### src/rtl/command_line_tokenizer_unit_defines.svh
// Assertion macros for the tokenizer RTL, used by the decoder.
// Each macro expects signals named clk and rst_n in the module that uses it.
`ifndef COMMAND_LINE_TOKENIZER_UNIT_DEFINES_SVH
`define COMMAND_LINE_TOKENIZER_UNIT_DEFINES_SVH

`ifndef SYNTHESIS

// The consequent must hold in the same cycle as the antecedent.
`define CLT_ASSERT_SAME(label, ante, cons) \
    label: assert property (@(posedge clk) disable iff (!rst_n) (ante) |-> (cons)) \
        else $error("tokenizer check failed in the same cycle");

// The consequent must hold in the cycle after the antecedent.
`define CLT_ASSERT_NEXT(label, ante, cons) \
    label: assert property (@(posedge clk) disable iff (!rst_n) (ante) |=> (cons)) \
        else $error("tokenizer check failed one cycle later");

`else

`define CLT_ASSERT_SAME(label, ante, cons)
`define CLT_ASSERT_NEXT(label, ante, cons)

`endif

`endif

### src/rtl/clt_pkg.sv
`timescale 1ns / 1ps

package clt_pkg;

    // Characters with a special meaning to the tokenizer.
    localparam logic [7:0] CH_BACKSLASH = 8'h5C;
    localparam logic [7:0] CH_QUOTE     = 8'h22;
    localparam logic [7:0] CH_X         = 8'h78;
    localparam logic [7:0] CH_N         = 8'h6E;
    localparam logic [7:0] CH_R         = 8'h72;
    localparam logic [7:0] CH_B         = 8'h62;
    localparam logic [7:0] CH_T         = 8'h74;
    localparam logic [7:0] CH_ZERO      = 8'h30;
    localparam logic [7:0] CH_SPACE     = 8'h20;
    localparam logic [7:0] CH_TAB       = 8'h09;
    localparam logic [7:0] CH_LF        = 8'h0A;
    localparam logic [7:0] CH_CR        = 8'h0D;
    localparam logic [7:0] CH_BS        = 8'h08;
    localparam logic [7:0] CH_NUL       = 8'h00;

    typedef enum logic [1:0] {
        ERR_NONE      = 2'd0,
        ERR_DANGLING  = 2'd1,
        ERR_SHORT_HEX = 2'd2,
        ERR_BAD_HEX   = 2'd3
    } err_code_t;

    typedef struct packed {
        logic [7:0] in_byte;
        logic       last;
    } byte_item_t;

    typedef struct packed {
        logic [7:0] out_byte;
        logic       has_byte;
        logic       ends_token;
        logic       ends_command;
        logic [1:0] error;
    } tok_result_t;

    // Bit 4 set means the character is not a hex digit; bits 3:0 hold its value.
    function automatic logic [4:0] hex_value(input logic [7:0] c);
        logic [4:0] v;
        v = 5'h10;
        if (c >= 8'h30 && c <= 8'h39) begin
            v = {1'b0, c[3:0]};
        end
        else if ((c >= 8'h61 && c <= 8'h66) || (c >= 8'h41 && c <= 8'h46)) begin
            v = {1'b0, c[3:0] + 4'd9};
        end
        return v;
    endfunction

    function automatic logic is_space(input logic [7:0] c);
        return (c == CH_SPACE) || (c == CH_TAB) || (c == CH_LF) || (c == CH_CR);
    endfunction

endpackage

### src/rtl/clt_if.sv
`timescale 1ns / 1ps

interface clt_in_if;
    logic       valid;
    logic       ready;
    logic [7:0] in_byte;
    logic       last;

    modport source (output valid, output in_byte, output last, input ready);
    modport sink   (input valid, input in_byte, input last, output ready);
endinterface

interface clt_out_if;
    logic       valid;
    logic       ready;
    logic [7:0] out_byte;
    logic       has_byte;
    logic       ends_token;
    logic       ends_command;
    logic [1:0] error;

    modport source (output valid, output out_byte, output has_byte, output ends_token,
                    output ends_command, output error, input ready);
    modport sink   (input valid, input out_byte, input has_byte, input ends_token,
                    input ends_command, input error, output ready);
endinterface

### src/rtl/command_line_tokenizer_unit.sv
`timescale 1ns / 1ps
// Channel   Role   Payload                                              Width
// cmd_in    sink   in_byte, last                                        8+1
// tok_out   source out_byte, has_byte, ends_token, ends_command, error  8+1+1+1+2
//
// One input byte gives exactly one result transaction. A byte is decoded while it sits in
// the input register and its result is loaded into the result register, which drives
// tok_out valid, once that register has space. One byte per cycle is sustained while
// tok_out does not stall.
// rst_n is asynchronous and active low; it clears the valid flags and the quote,
// escape and skip state. When tok_out stalls, the result register holds its transaction
// and the input register fills; cmd_in ready then drops until the stall clears.

module command_line_tokenizer_unit (
    input  logic      clk,
    input  logic      rst_n,
    clt_in_if.sink    cmd_in,
    clt_out_if.source tok_out
);
    import clt_pkg::*;

    logic        item_valid;
    byte_item_t  item;
    logic        out_space;
    logic        fire;
    tok_result_t result;

    // A byte moves from the input register to the result register when both agree.
    // The decoder state advances in the same cycle, so each byte is decoded once.
    assign fire = item_valid && out_space;

    clt_in_stage u_in_stage (
        .clk   (clk),
        .rst_n (rst_n),
        .in_ch (cmd_in),
        .take  (fire),
        .valid (item_valid),
        .item  (item)
    );

    // The escape, quote and skip state machine decides each byte combinationally.
    clt_decoder u_decoder (
        .clk    (clk),
        .rst_n  (rst_n),
        .fire   (fire),
        .item   (item),
        .result (result)
    );

    // The result register decouples the consumer so a stall does not lose a result.
    clt_out_stage u_out_stage (
        .clk    (clk),
        .rst_n  (rst_n),
        .load   (item_valid),
        .result (result),
        .space  (out_space),
        .out_ch (tok_out)
    );
endmodule

### src/rtl/clt_in_stage.sv
`timescale 1ns / 1ps

module clt_in_stage (
    input  logic                clk,
    input  logic                rst_n,
    clt_in_if.sink              in_ch,
    input  logic                take,
    output logic                valid,
    output clt_pkg::byte_item_t item
);
    import clt_pkg::*;

    logic       valid_reg;
    logic       valid_next;
    byte_item_t item_reg;

    // Accept a new byte whenever the register is empty or is drained this cycle.
    assign in_ch.ready = !valid_reg || take;

    always_comb
    begin
        valid_next = valid_reg;
        if (in_ch.ready)
        begin
            valid_next = in_ch.valid;
        end
    end

    always_ff @(posedge clk or negedge rst_n)
    begin
        if (!rst_n)
        begin
            valid_reg <= 1'b0;
        end
        else
        begin
            valid_reg <= valid_next;
        end
    end

    always_ff @(posedge clk)
    begin
        if (in_ch.valid && in_ch.ready)
        begin
            item_reg <= '{in_byte: in_ch.in_byte, last: in_ch.last};
        end
    end

    assign valid = valid_reg;
    assign item  = item_reg;
endmodule

### src/rtl/clt_decoder.sv
`timescale 1ns / 1ps
`include "command_line_tokenizer_unit_defines.svh"

module clt_decoder (
    input  logic                 clk,
    input  logic                 rst_n,
    input  logic                 fire,
    input  clt_pkg::byte_item_t  item,
    output clt_pkg::tok_result_t result
);
    import clt_pkg::*;

    typedef enum logic [1:0] {
        PH_NORMAL = 2'd0,
        PH_ESC    = 2'd1,
        PH_HEX1   = 2'd2,
        PH_HEX2   = 2'd3
    } phase_t;

    logic       quoting_reg,    quoting_next;
    logic       token_open_reg, token_open_next;
    phase_t     phase_reg,      phase_next;
    logic [3:0] hex_high_reg,   hex_high_next;
    logic       skipping_reg,   skipping_next;

    logic [7:0] c;
    logic [4:0] hv;
    logic [7:0] obyte;
    logic       has;
    logic       etok;
    err_code_t  err;

    assign c  = item.in_byte;
    assign hv = hex_value(c);

    always_comb
    begin
        quoting_next    = quoting_reg;
        token_open_next = token_open_reg;
        phase_next      = phase_reg;
        hex_high_next   = hex_high_reg;
        skipping_next   = skipping_reg;
        obyte           = CH_NUL;
        has             = 1'b0;
        etok            = 1'b0;
        err             = ERR_NONE;

        if (!skipping_reg)
        begin
            case (phase_reg)
                PH_ESC:
                begin
                    phase_next = PH_NORMAL;
                    if (c == CH_X)
                    begin
                        if (item.last)
                            err = ERR_SHORT_HEX;
                        else
                            phase_next = PH_HEX1;
                    end
                    else
                    begin
                        case (c)
                            CH_N:    obyte = CH_LF;
                            CH_R:    obyte = CH_CR;
                            CH_B:    obyte = CH_BS;
                            CH_T:    obyte = CH_TAB;
                            CH_ZERO: obyte = CH_NUL;
                            default: obyte = c;
                        endcase
                        has             = 1'b1;
                        token_open_next = 1'b1;
                    end
                end
                PH_HEX1:
                begin
                    phase_next = PH_NORMAL;
                    if (item.last)
                        err = ERR_SHORT_HEX;
                    else if (hv[4])
                        err = ERR_BAD_HEX;
                    else
                    begin
                        hex_high_next = hv[3:0];
                        phase_next    = PH_HEX2;
                    end
                end
                PH_HEX2:
                begin
                    phase_next = PH_NORMAL;
                    if (hv[4])
                        err = ERR_BAD_HEX;
                    else
                    begin
                        obyte           = {hex_high_reg, hv[3:0]};
                        has             = 1'b1;
                        token_open_next = 1'b1;
                    end
                end
                PH_NORMAL:
                begin
                    if (c == CH_BACKSLASH)
                    begin
                        if (item.last)
                            err = ERR_DANGLING;
                        else
                            phase_next = PH_ESC;
                    end
                    else if (c == CH_QUOTE)
                    begin
                        quoting_next = !quoting_reg;
                        if (!quoting_reg)
                            token_open_next = 1'b1;
                    end
                    else if (is_space(c))
                    begin
                        if (quoting_reg)
                        begin
                            obyte = c;
                            has   = 1'b1;
                        end
                        else if (token_open_reg)
                        begin
                            etok            = 1'b1;
                            token_open_next = 1'b0;
                        end
                    end
                    else
                    begin
                        obyte           = c;
                        has             = 1'b1;
                        token_open_next = 1'b1;
                    end
                end
                default:
                begin
                    phase_next = PH_NORMAL;
                end
            endcase
        end

        if (err != ERR_NONE)
        begin
            obyte         = CH_NUL;
            has           = 1'b0;
            etok          = 1'b0;
            skipping_next = 1'b1;
        end

        // The final byte closes any open token, unless an error has set skipping, and returns to the idle state.
        if (item.last)
        begin
            if (!skipping_next && token_open_next)
                etok = 1'b1;
            quoting_next    = 1'b0;
            token_open_next = 1'b0;
            phase_next      = PH_NORMAL;
            hex_high_next   = 4'd0;
            skipping_next   = 1'b0;
        end
    end

    always_ff @(posedge clk or negedge rst_n)
    begin
        if (!rst_n)
        begin
            quoting_reg    <= 1'b0;
            token_open_reg <= 1'b0;
            phase_reg      <= PH_NORMAL;
            hex_high_reg   <= 4'd0;
            skipping_reg   <= 1'b0;
        end
        else if (fire)
        begin
            quoting_reg    <= quoting_next;
            token_open_reg <= token_open_next;
            phase_reg      <= phase_next;
            hex_high_reg   <= hex_high_next;
            skipping_reg   <= skipping_next;
        end
    end

    assign result = '{out_byte:     obyte,
                      has_byte:     has,
                      ends_token:   etok,
                      ends_command: item.last,
                      error:        err};

    `CLT_ASSERT_SAME(a_err_no_payload, fire && err != ERR_NONE, !has && !etok)
    `CLT_ASSERT_SAME(a_byte_zero_when_empty, fire && !has, obyte == CH_NUL)
    `CLT_ASSERT_SAME(a_skip_is_silent, fire && skipping_reg, err == ERR_NONE && !has && !etok)
    `CLT_ASSERT_NEXT(a_last_clears_state, fire && item.last,
                     phase_reg == PH_NORMAL && !quoting_reg && !skipping_reg && !token_open_reg)
endmodule

### src/rtl/clt_out_stage.sv
`timescale 1ns / 1ps

module clt_out_stage (
    input  logic                 clk,
    input  logic                 rst_n,
    input  logic                 load,
    input  clt_pkg::tok_result_t result,
    output logic                 space,
    clt_out_if.source            out_ch
);
    import clt_pkg::*;

    logic        valid_reg;
    logic        valid_next;
    tok_result_t result_reg;

    // The register can take a result when empty or when its content leaves now.
    assign space = !valid_reg || out_ch.ready;

    always_comb
    begin
        valid_next = valid_reg;
        if (space)
        begin
            valid_next = load;
        end
    end

    always_ff @(posedge clk or negedge rst_n)
    begin
        if (!rst_n)
        begin
            valid_reg <= 1'b0;
        end
        else
        begin
            valid_reg <= valid_next;
        end
    end

    always_ff @(posedge clk)
    begin
        if (load && space)
        begin
            result_reg <= result;
        end
    end

    assign out_ch.valid        = valid_reg;
    assign out_ch.out_byte     = result_reg.out_byte;
    assign out_ch.has_byte     = result_reg.has_byte;
    assign out_ch.ends_token   = result_reg.ends_token;
    assign out_ch.ends_command = result_reg.ends_command;
    assign out_ch.error        = result_reg.error;
endmodule

### src/flat_wrapper.sv
// flat-port wrapper written by rule: the top's interface ports become plain ports
module command_line_tokenizer_unit_flat import clt_pkg::*;
  (clk, rst_n, cmd_in_valid, cmd_in_in_byte, cmd_in_last, cmd_in_ready, tok_out_valid, tok_out_out_byte, tok_out_has_byte, tok_out_ends_token, tok_out_ends_command, tok_out_error, tok_out_ready);
  clt_in_if cmd_in_i ();
  clt_out_if tok_out_i ();
  input  logic clk;
  input  logic rst_n;
  input wire logic [$bits(cmd_in_i.valid)-1:0] cmd_in_valid;
  input wire logic [$bits(cmd_in_i.in_byte)-1:0] cmd_in_in_byte;
  input wire logic [$bits(cmd_in_i.last)-1:0] cmd_in_last;
  output wire logic [$bits(cmd_in_i.ready)-1:0] cmd_in_ready;
  output wire logic [$bits(tok_out_i.valid)-1:0] tok_out_valid;
  output wire logic [$bits(tok_out_i.out_byte)-1:0] tok_out_out_byte;
  output wire logic [$bits(tok_out_i.has_byte)-1:0] tok_out_has_byte;
  output wire logic [$bits(tok_out_i.ends_token)-1:0] tok_out_ends_token;
  output wire logic [$bits(tok_out_i.ends_command)-1:0] tok_out_ends_command;
  output wire logic [$bits(tok_out_i.error)-1:0] tok_out_error;
  input wire logic [$bits(tok_out_i.ready)-1:0] tok_out_ready;
  assign cmd_in_i.valid = cmd_in_valid;
  assign cmd_in_i.in_byte = cmd_in_in_byte;
  assign cmd_in_i.last = cmd_in_last;
  assign cmd_in_ready = cmd_in_i.ready;
  assign tok_out_valid = tok_out_i.valid;
  assign tok_out_out_byte = tok_out_i.out_byte;
  assign tok_out_has_byte = tok_out_i.has_byte;
  assign tok_out_ends_token = tok_out_i.ends_token;
  assign tok_out_ends_command = tok_out_i.ends_command;
  assign tok_out_error = tok_out_i.error;
  assign tok_out_i.ready = tok_out_ready;
  command_line_tokenizer_unit u_core (.clk(clk), .rst_n(rst_n), .cmd_in(cmd_in_i), .tok_out(tok_out_i));
endmodule
### config.mk
export PLATFORM = sky130hd
export DESIGN_NAME = command_line_tokenizer_unit_flat
export DESIGN_NICKNAME = d
export VERILOG_FILES = /design/src/rtl/clt_pkg.sv /design/src/rtl/clt_if.sv /design/src/rtl/command_line_tokenizer_unit.sv /design/src/rtl/clt_in_stage.sv /design/src/rtl/clt_decoder.sv /design/src/rtl/clt_out_stage.sv /design/src/flat_wrapper.sv
export VERILOG_INCLUDE_DIRS = /design/src /design/src/rtl
export SDC_FILE = /design/constraint.sdc
export NUM_CORES = 1
export LEC_CHECK = 0
export BUFFER_PORTS_ARGS = -buffer_cell sky130_fd_sc_hd__buf_2
export CAP_MARGIN = 40
export CORE_ASPECT_RATIO = 0.8
export CORE_MARGIN = 3
export CORE_UTILIZATION = 40
export DETAILED_ROUTE_END_ITERATION = 10
export GPL_TIMING_DRIVEN = 0
export PLACE_DENSITY = 0.57
export SLEW_MARGIN = 20
export SYNTH_ARGS = -nofsm -noshare
export SYNTH_HDL_FRONTEND = slang
export SYNTH_HIERARCHICAL = 1
export SYNTH_SLANG_ARGS = --single-unit
### constraint.sdc
create_clock -name clk -period 4.3 [get_ports clk]
set_clock_uncertainty 0.15 [all_clocks]
set_input_delay 0.215 -clock clk [delete_from_list [all_inputs] [get_ports clk]]
set_output_delay 0.215 -clock clk [all_outputs]
set_load 0.1 [all_outputs]
==> flow_summary_export.csv, run 1 <==
group,metric,value,unit
synth,synthCells,200,
timing,tightest_slew,0.708,ns
worst_setup_path,required,4.17,ns
routing,wl_met2,1950,um
placement,hpwl,3250,um
routing,met3WireLength,212,um
cts,path_clk_slew,0.06,ns
placement,port_buffers,27,
cts,root_buffer,"clkbuf_8",
grt,overflow,0,
synth,ys_ff_latch,33,
worst_setup_path,arrival,2.87,ns
die,start_util,0.426,
finish,largest_register_ffs,9,
power_and_ir_drop,switchingPower,301,uW
timing,slew_headroom,0.525,
finish,drive_gt1_frac,0.229,
worst_setup_path,r2r_setup_slack,1.30,ns
synth,synth_top_area_share,0.329,
routing,drt-total-wl,4340,um
routing,highest_layer,"met4",
routing,wl_met1,2160,um
grt,antenna_found_initial,0,
timing,period_share,0.698,
routing,vias,1663,
power_and_ir_drop,pwr_density_cell,363,mW/mm^2
hold_path,hold_depth,3,
die,num_io_pins,28,
power_and_ir_drop,share_comb_of_total_power,0.272,
die,die_h,69.4,um
cts,cts_setup_buffers,0,
placement,placed_cell_area,0.00222,mm^2
timing,slew_violations,0,
hold_path,hold_class,"in2reg",
worst_setup_path,worst_setup_path_start_kind,"register",
synth,synthesis.area,0.00201,mm^2
worst_setup_path,cp-endpoint,"u_core/u_out_stage/out_ch.out_byte[0]",
synth,synth_top_area_cell,"edfxtp_1",
routing,route.detailed.drc,0,
worst_setup_path,cp_max_fo,7,
finish,nets,263,
power_and_ir_drop,p_leak,0.988,nW
power_and_ir_drop,power_frac_clock,0.260,
routing,avgViaCountPerCell,5.45,
flow_run,cap_violations,0,
synth,synth-async-reset-ratio,0.333,
finish,fin_area,0.00241,mm^2
synth,synthDistinctLibCells,54,
synth,synthTopCellsByArea,"edfxtp_1 (33%), dfrtp_1 (14%), nand2_1 (4.3%)",
cts,cts_made_buffers,5,
grt,grt_max_degree,14,
grt,grt_pass1_vias,1575,
die,die_area,0.00591,mm^2
routing,final_antenna_net_count,0,
routing,routedWlPerCell,14.2,um
timing,tns,0,ns
worst_setup_path,r2r_cells,8,
worst_setup_path,endpoint_kind,"register",
timing,setup_violations,0,
power_and_ir_drop,swShare,0.344,
power_and_ir_drop,seqPwrFrac,0.468,
timing,fin_crit,3.00,ns
cts,cts.path.max_buffers,2,
timing,rsz0062_at_grt,"no",
die,coreArea,0.00471,mm^2
worst_setup_path,path_class,"reg2reg",
worst_setup_path,startpoint,"u_core/u_in_stage/item[1]",
routing,first_pass_iters,7,
placement,gp_congestion,0.884,
synth,synth.net_count,218,
power_and_ir_drop,fin_total_pwr,875,uW
worst_setup_path,regToRegEndpoint,"u_core/u_out_stage/out_ch.out_byte[0]",
finish,area_growth,20.3,%
synth,synth_ff_type,"edfxtp_1",
status,status,"finished, final reports clean",
worst_setup_path,reg2reg_from,"u_core/u_in_stage/item[1]",
synth,ys_seq_area_frac,0.466,
synth,yosys_warnings,6,
power_and_ir_drop,max-vdd-ir-drop,0.193,mV
grt,grt_pass1_wl,7600,um
grt,grt_usage,0.160,
power_and_ir_drop,internal-power,574,uW
die,rows,22,
cts,cts.htree.levels,2,
die,die_w,85.2,um
synth,synth_edf_count,22,
routing,drt-initial-drc-count,113,
cts,cts_tree,"done",
timing,finalHoldViolCount,0,
synth,avgSynthCellArea,10.0,um^2
timing,max_freq,333,MHz
finish,diodes,0,
cts,worstSkewPairLatency,0.28,ns
cts,clock-sinks,33,
[power by group through the flow]
stage / combinational (mW) / clock [mW] / sequential, mW
finish: 0.238 / 0.228 / 0.409
global route: 0.257 / 0.253 / 0.414
CTS: 0.239 / 0.236 / 0.409
detailed placement: 0.231 / 0 / 0.415
global placement: 0.231 / 0 / 0.414
floorplan: 0.105 / 0 / 0.495
[metrics by stage]
stage / worst slack (ns) / hold WS (ns) / utilization / instances
final: 1.30 / 0.0609 / 0.513 / 305
after CTS: 1.27 / 0.0590 / 0.513 / 305
after detailed placement: 1.28 / -0.0379 / 0.471 / 287
after global routing: 1.04 / 0.0707 / 0.513 / 305
after global placement: 1.27 / -0.0407 / 0.471 / 287
after floorplan: 1.61 / -0.231 / - / 200
[placed cells by master, fill, tap and decap left out, types with 2 or more instances in the layout]
| master | netlist | routed |
|---|---|---|
| buf_4 | 4 | 4 |
| and2_4 | 2 | 2 |
| edfxtp_1 | 22 | 22 |
| nand4b_1 | 2 | 2 |
| nand3b_1 | 3 | 3 |
| clkbuf_1 | 4 | 5 |
| a21oi_1 | 9 | 9 |
| nor2_1 | 18 | 18 |
| dlygate4sd3_1 | 0 | 11 |
| inv_1 | 11 | 11 |
| clkbuf_8 | 0 | 6 |
| and3_1 | 2 | 2 |
| mux2i_1 | 4 | 4 |
| nand3_1 | 5 | 5 |
| o21ai_0 | 11 | 11 |
| a32o_1 | 3 | 3 |
| o211ai_1 | 2 | 2 |
| ha_1 | 5 | 5 |
| a31oi_1 | 2 | 2 |
| nor3_1 | 6 | 6 |
| dfrtp_1 | 11 | 11 |
| buf_2 | 3 | 30 |
| nand4_1 | 3 | 3 |
| o22ai_1 | 3 | 3 |
| a22oi_1 | 4 | 4 |
| nand2b_1 | 5 | 5 |
| o31ai_1 | 3 | 3 |
| nand2_1 | 23 | 23 |
| nand2b_4 | 3 | 3 |
[worst min-delay path by stage]
stage                        startpoint                          endpoint  slack (ns)
after global routing      tok_out_ready   u_core/u_out_stage/out_ch.valid        0.07
after detailed placement          rst_n     u_core/u_decoder/skipping_reg       -0.04
final                     tok_out_ready   u_core/u_out_stage/out_ch.valid        0.06
after floorplan                   rst_n  u_core/u_decoder/hex_high_reg[0]       -0.23
after global placement            rst_n     u_core/u_decoder/skipping_reg       -0.04
after CTS                 tok_out_ready   u_core/u_out_stage/out_ch.valid        0.06
[layer usage]
layer,up-vias,global-route usage
met5,-,0
met4,0,0.0422
met3,4,0.0392
met2,43,0.222
met1,785,0.244
li1,831,-
[what timing repair did]
action	CTS	global route
endpoints found under the hold margin	21	0
resized for setup	0	0
hold buffers	11	0
[area by class of cell]
class,count,area [um^2]
Buffer,11,60.1
Clock buffer,7,86.3
Fill cell,449,2290
Inverter,13,48.8
Multi-Input combinational cell,143,962
Sequential cell,33,936
Tap cell,60,75.1
Timing Repair Buffer,38,245
[worst max-delay path, stage by stage, from the launching register on]
cell       delay (ns)
edfxtp_1         0.48
inv_1            0.16
ha_1             0.33
nand2b_4         0.09
a2111o_1         0.46
a2111oi_4        0.39
o32ai_2          0.22
a222oi_1         0.40
nor2_1           0.07
[synthesized netlist by cell type (all sizes together) (5+ instances only)]
master  count
o21ai      12
edfxtp     22
nand2      23
dfrtp      11
nor2       19
ha          5
nand3       5
nor3        7
a21oi      10
buf         7
nand2b      8
inv        12
[kinds of logic (layout without fill, tap and decap cells)]
family	Yosys count	after routing	synth area share
multiplexers	4	4	0.0200
buffers and inverters	24	69	0.0542
AND/OR/NAND/NOR	83	83	0.237
adder cells (fa/ha/maj)	5	5	0.0312
AO/OA/AOI/OAI	51	51	0.191
flip-flops	33	33	0.466
Note: power is estimated with default switching activity, not from simulation.
==> run 2: changes to the inputs <==
--- a/config.mk
+++ b/config.mk
@@ -13,7 +13,7 @@
 export CORE_UTILIZATION = 40
 export DETAILED_ROUTE_END_ITERATION = 10
 export GPL_TIMING_DRIVEN = 0
-export PLACE_DENSITY = 0.57
+export PLACE_DENSITY = 0.59
 export SLEW_MARGIN = 20
 export SYNTH_ARGS = -nofsm -noshare
 export SYNTH_HDL_FRONTEND = slang
==> constraint.sdc (replaced) <==
create_clock -name clk -period 2.66 [get_ports clk]
set_clock_uncertainty 0.15 [all_clocks]
set_input_delay 0.133 -clock clk [delete_from_list [all_inputs] [get_ports clk]]
set_output_delay 0.133 -clock clk [all_outputs]
set_load 0.1 [all_outputs]
==> flow_summary_export.csv, run 2 (synthesis gave the netlist of run 1 again) <==
group,metric,value,unit
power_and_ir_drop,fin_total_pwr,1.43,mW
finish,area_growth,27.7,%
routing,routedWlPerCell,14.3,um
status,status,"finished, final reports clean",
routing,vias,1718,
cts,worstSkewPairLatency,0.28,ns
finish,final_cell_mix,"buf_2 (30), nand2_1 (23), edfxtp_1 (22)",
die,die_w,85.2,um
grt,grt_pass1_wl,7870,um
timing,finalHoldViolCount,0,
timing,rsz0062_at_grt,"yes",
placement,port_buffers,27,
routing,final_antenna_net_count,0,
placement,dp_cells,287,
die,coreArea,0.00471,mm^2
worst_setup_path,r2r_setup_slack,0.004,ns
worst_setup_path,endpoint_kind,"register",
finish,nFillCells,433,
grt,gr-usage-met3,0.0439,
routing,first_pass_iters,4,
placement,hpwl,3310,um
worst_setup_path,path_buf_inv,1,
finish,largest_register_ffs,9,
worst_setup_path,cp_num_cells,8,
timing,worst_slack,0.00396,ns
grt,antenna_found_initial,0,
timing,tightest_slew,0.492,ns
power_and_ir_drop,p_leak,1.07,nW
placement,gp_congestion,0.889,
grt,grt_pass1_vias,1607,
worst_setup_path,regToRegEndpoint,"u_core/u_out_stage/out_ch.out_byte[0]",
worst_setup_path,crit_family,"compound AO/OA/AOI/OAI gates",
timing,fin_crit,2.66,ns
cts,cts.htree.levels,2,
worst_setup_path,slowest_delay,0.44,ns
timing,setup_violations,0,
grt,overflow,0,
grt,grt_busiest_layer,"met1",
cts,clock-sinks,33,
timing,max_freq,377,MHz
timing,tns,0,ns
hold_path,hold_class,"in2async",
flow_run,cap_violations,0,
grt,grt_max_degree,14,
finish,fin_area,0.00256,mm^2
die,num_io_pins,28,
die,rows,22,
routing,avgViaCountPerCell,5.40,
placement,placed_cell_area,0.00222,mm^2
cts,cts_tree,"done",
timing,slew_headroom,0.672,
finish,final_cells,318,
finish,layout_commonest_cell,"buf_2",
die,die_area,0.00591,mm^2
worst_setup_path,cpMaxStageDelayCell,"a2111oi_4",
grt,grt_use_met1,0.240,
cts,path_clk_slew,0.07,ns
grt,grt_usage,0.165,
die,start_util,0.426,
worst_setup_path,path_class,"reg2reg",
worst_setup_path,worst_setup_path_start_kind,"register",
cts,cts_made_buffers,5,
routing,drt-total-wl,4540,um
placement,pre_cts_slack,-0.291,ns
die,die_h,69.4,um
power_and_ir_drop,max-vdd-ir-drop,0.307,mV
grt,grtUsageMet2,0.233,
finish,drive_gt1_frac,0.295,
routing,route.detailed.drc,0,
power_and_ir_drop,pwr_density_cell,556,mW/mm^2
worst_setup_path,reg2reg_from,"u_core/u_in_stage/item[1]",
finish,nets,275,
worst_setup_path,crit_chain,"inv_2, ha_4, nand2b_4, a2111o_1, a2111oi_4, o32ai_4, a222oi_1, nor2_1",
worst_setup_path,required,2.54,ns
routing,drt-initial-drc-count,115,
cts,cts.path.max_buffers,2,
finish,diodes,0,
worst_setup_path,r2r_cells,8,
worst_setup_path,cp_max_fo,4,
timing,slew_violations,0,
timing,holdWs,0.106,ns
timing,period_share,0.999,
cts,root_buffer,"clkbuf_8",
worst_setup_path,arrival,2.53,ns
finish,postLayoutCoreUtil,0.545,
run 2: cell types whose count changed in the layout (fill, tap and decap cells not counted), sizes merged:
cell,delta
clkbuf,-1
buf,+11
clkinv,+2
dlygate4sd3,+1
run 2: how the worst max path moves through the flow:
| stage | from | end | slack, ns |
|---|---|---|---|
| finish | u_core/u_in_stage/item[1] | u_core/u_out_stage/out_ch.out_byte[0] | 0.004 |
| global route | u_core/u_in_stage/item[1] | u_core/u_out_stage/out_ch.out_byte[0] | -0.15 |
| CTS | u_core/u_in_stage/item[1] | u_core/u_out_stage/out_ch.out_byte[0] | -0.01 |
| detailed placement | u_core/u_in_stage/item[1] | u_core/u_out_stage/out_ch.out_byte[0] | -0.29 |
| global placement | u_core/u_in_stage/item[1] | u_core/u_out_stage/out_ch.out_byte[0] | -0.30 |
| floorplan | u_core/u_in_stage/item[1] | u_core/u_out_stage/out_ch.out_byte[0] | 0.005 |
run 2: per-layer routing:
metal	wire (um)	share of wire	up-vias
li1	-	-	856
met1	2230	0.49	796
met2	1980	0.44	62
met3	303	0.067	4
met4	25	0.0055	0
met5	0	0	-
run 2: power breakdown:
group          total (mW)  switching, mW  internal [mW]  leakage [nW]
clock network       0.354          0.173          0.181        0.0450
registers           0.660         0.0459          0.614         0.348
logic               0.412          0.288          0.124         0.673
run 2: layout make-up:
cell class                 instances  area, um^2  area share
multi-input combinational        143        1020       0.398
buffer                            11        60.1      0.0234
timing repair buffer              50         342       0.133
inverter                          13        48.8      0.0190
sequential                        33         936       0.365
clock buffer                       6        72.6      0.0283
tap                               60        75.1      0.0293
clock inverter                     2        10.0     0.00390
run 2: what timing repair did:
| item | in CTS | in global routing |
|---|---|---|
| endpoints found under the hold margin | 22 | 0 |
| pin swaps | 6 | 6 |
| gates resized for setup | 8 | 4 |
| hold buffers | 12 | 0 |
| endpoints found under the setup margin | 10 | 14 |
| buffers inserted | 6 | 5 |
==> run 3: changes to the inputs <==
--- a/config.mk
+++ b/config.mk
@@ -11,6 +11,7 @@
 export CORE_ASPECT_RATIO = 0.8
 export CORE_MARGIN = 3
 export CORE_UTILIZATION = 40
+export CTS_BUF_LIST = sky130_fd_sc_hd__clkbuf_4
 export DETAILED_ROUTE_END_ITERATION = 10
 export GPL_TIMING_DRIVEN = 0
 export PLACE_DENSITY = 0.59
==> flow_summary_export.csv, run 3 (synthesis gave the netlist of run 1 again) <==
group,metric,value,unit
timing,tns,0,ns
timing,slew_violations,0,
worst_setup_path,arrival,2.60,ns
power_and_ir_drop,p_leak,1.06,nW
worst_setup_path,r2r_setup_slack,0.001,ns
worst_setup_path,endpoint_kind,"register",
worst_setup_path,cp-endpoint,"u_core/u_out_stage/out_ch.out_byte[0]",
routing,drt-initial-drc-count,162,
placement,pre_cts_slack,-0.291,ns
status,status,"finished, final reports clean",
worst_setup_path,regToRegEndpoint,"u_core/u_out_stage/out_ch.out_byte[0]",
grt,grt_pass1_vias,1595,
finish,diodes,0,
worst_setup_path,r2r_cells,8,
die,start_util,0.426,
finish,layout_commonest_cell,"buf_2",
cts,cts.htree.levels,2,
routing,avgViaCountPerCell,5.37,
cts,worstSkewPairLatency,0.33,ns
routing,route.detailed.drc,0,
worst_setup_path,cp_num_cells,8,
die,die_area,0.00591,mm^2
power_and_ir_drop,pwr_density_cell,533,mW/mm^2
finish,fin_area,0.00254,mm^2
cts,root_buffer,"clkbuf_4",
placement,hpwl,3310,um
timing,setup_violations,0,
worst_setup_path,reg2reg_from,"u_core/u_in_stage/item[1]",
cts,cts_tree,"done",
cts,path_clk_slew,0.11,ns
worst_setup_path,worst_setup_path_start_kind,"register",
grt,grt_max_degree,14,
finish,nets,275,
finish,drive_gt1_frac,0.298,
timing,worst_slack,0.00140,ns
die,die_w,85.2,um
die,rows,22,
power_and_ir_drop,max-vdd-ir-drop,0.293,mV
timing,slew_headroom,0.675,
worst_setup_path,cpMaxStageDelayCell,"a2111oi_4",
timing,fin_crit,2.66,ns
flow_run,cap_violations,0,
grt,antenna_found_initial,0,
timing,tightest_slew,0.488,ns
timing,rsz0062_at_grt,"yes",
routing,drt-total-wl,4570,um
worst_setup_path,required,2.60,ns
die,num_io_pins,28,
grt,overflow,0,
finish,nFillCells,436,
cts,clock-sinks,33,
placement,placed_cell_area,0.00222,mm^2
routing,final_antenna_net_count,0,
routing,routedWlPerCell,14.4,um
routing,vias,1708,
timing,max_freq,376,MHz
timing,finalHoldViolCount,0,
worst_setup_path,slowest_delay,0.44,ns
routing,first_pass_iters,4,
grt,grt_usage,0.163,
worst_setup_path,path_class,"reg2reg",
worst_setup_path,cp_max_fo,4,
grt,grt_pass1_wl,7820,um
worst_setup_path,path_buf_inv,1,
worst_setup_path,startpoint,"u_core/u_in_stage/item[1]",
cts,cts_made_buffers,5,
placement,gp_congestion,0.889,
worst_setup_path,crit_family,"compound AO/OA/AOI/OAI gates",
finish,area_growth,26.4,%
hold_path,hold_class,"in2async",
placement,port_buffers,27,
cts,cts.path.max_buffers,2,
worst_setup_path,crit_chain,"inv_2, ha_4, nand2b_4, a2111o_1, a2111oi_4, o32ai_4, a222oi_1, nor2_1",
die,die_h,69.4,um
timing,period_share,0.999,
finish,final_cell_mix,"buf_2 (30), nand2_1 (23), edfxtp_1 (22)",
die,coreArea,0.00471,mm^2
finish,largest_register_ffs,9,
[run 3: what timing repair did]
| action | in CTS | in global routing |
|---|---|---|
| endpoints found under the hold margin | 22 | 0 |
| resized for setup | 8 | 4 |
| buffers inserted | 6 | 5 |
| hold buffers | 12 | 0 |
| pin swaps | 6 | 6 |
| setup endpoints to repair | 10 | 12 |
[run 3: power breakdown]
| part | switching, mW | internal, mW |
|---|---|---|
| logic | 0.289 | 0.124 |
| registers | 0.0457 | 0.613 |
| clock network | 0.169 | 0.111 |
[run 3: layer usage]
metal,vias to the layer above,GRT usage,part of all wire
met5,-,0,0
met4,0,0.0580,0.014
met3,7,0.0416,0.057
met2,55,0.231,0.43
met1,791,0.240,0.50
li1,855,-,-
[run 3: through the flow]
stage	power, mW	util	hold WS, ns	cells
floorplan	0.970	-	-0.313	200
global placement	1.04	0.472	-0.120	287
detailed placement	1.05	0.472	-0.123	287
CTS	1.36	0.528	0.0332	313
global route	1.43	0.539	0.0466	318
finish	1.35	0.539	0.0403	318
[run 3: final cells by class]
class | instances | area [um^2] | area share
multi-input combinational | 143 | 1020 | 0.402
sequential | 33 | 936 | 0.369
timing repair buffer | 50 | 342 | 0.135
tap | 60 | 75.1 | 0.0296
buffer | 11 | 60.1 | 0.0237
inverter | 13 | 48.8 | 0.0192
clock buffer | 6 | 45.0 | 0.0178
clock inverter | 2 | 10.0 | 0.00395
[run 3: worst min path at each step]
stage,startpoint,end,slack (ns),cells after the start
6_report,rst_n,u_core/u_decoder/skipping_reg,0.04,2
3_3_place_gp,rst_n,u_core/u_decoder/skipping_reg,-0.12,1
3_5_place_dp,rst_n,u_core/u_decoder/skipping_reg,-0.12,1
5_1_grt,rst_n,u_core/u_decoder/hex_high_reg[3],0.05,2
4_1_cts,rst_n,u_core/u_decoder/hex_high_reg[0],0.03,2
2_1_floorplan,rst_n,u_core/u_decoder/hex_high_reg[0],-0.31,0
[run 3: worst reg2reg max path, delay by kind of cell (launching register included)]
family,cells,cell delay (ns)
simple gates,2,0.14
flops,1,0.43
compound gates,4,1.43
buf+inv,1,0.12
fa+ha+maj,1,0.16
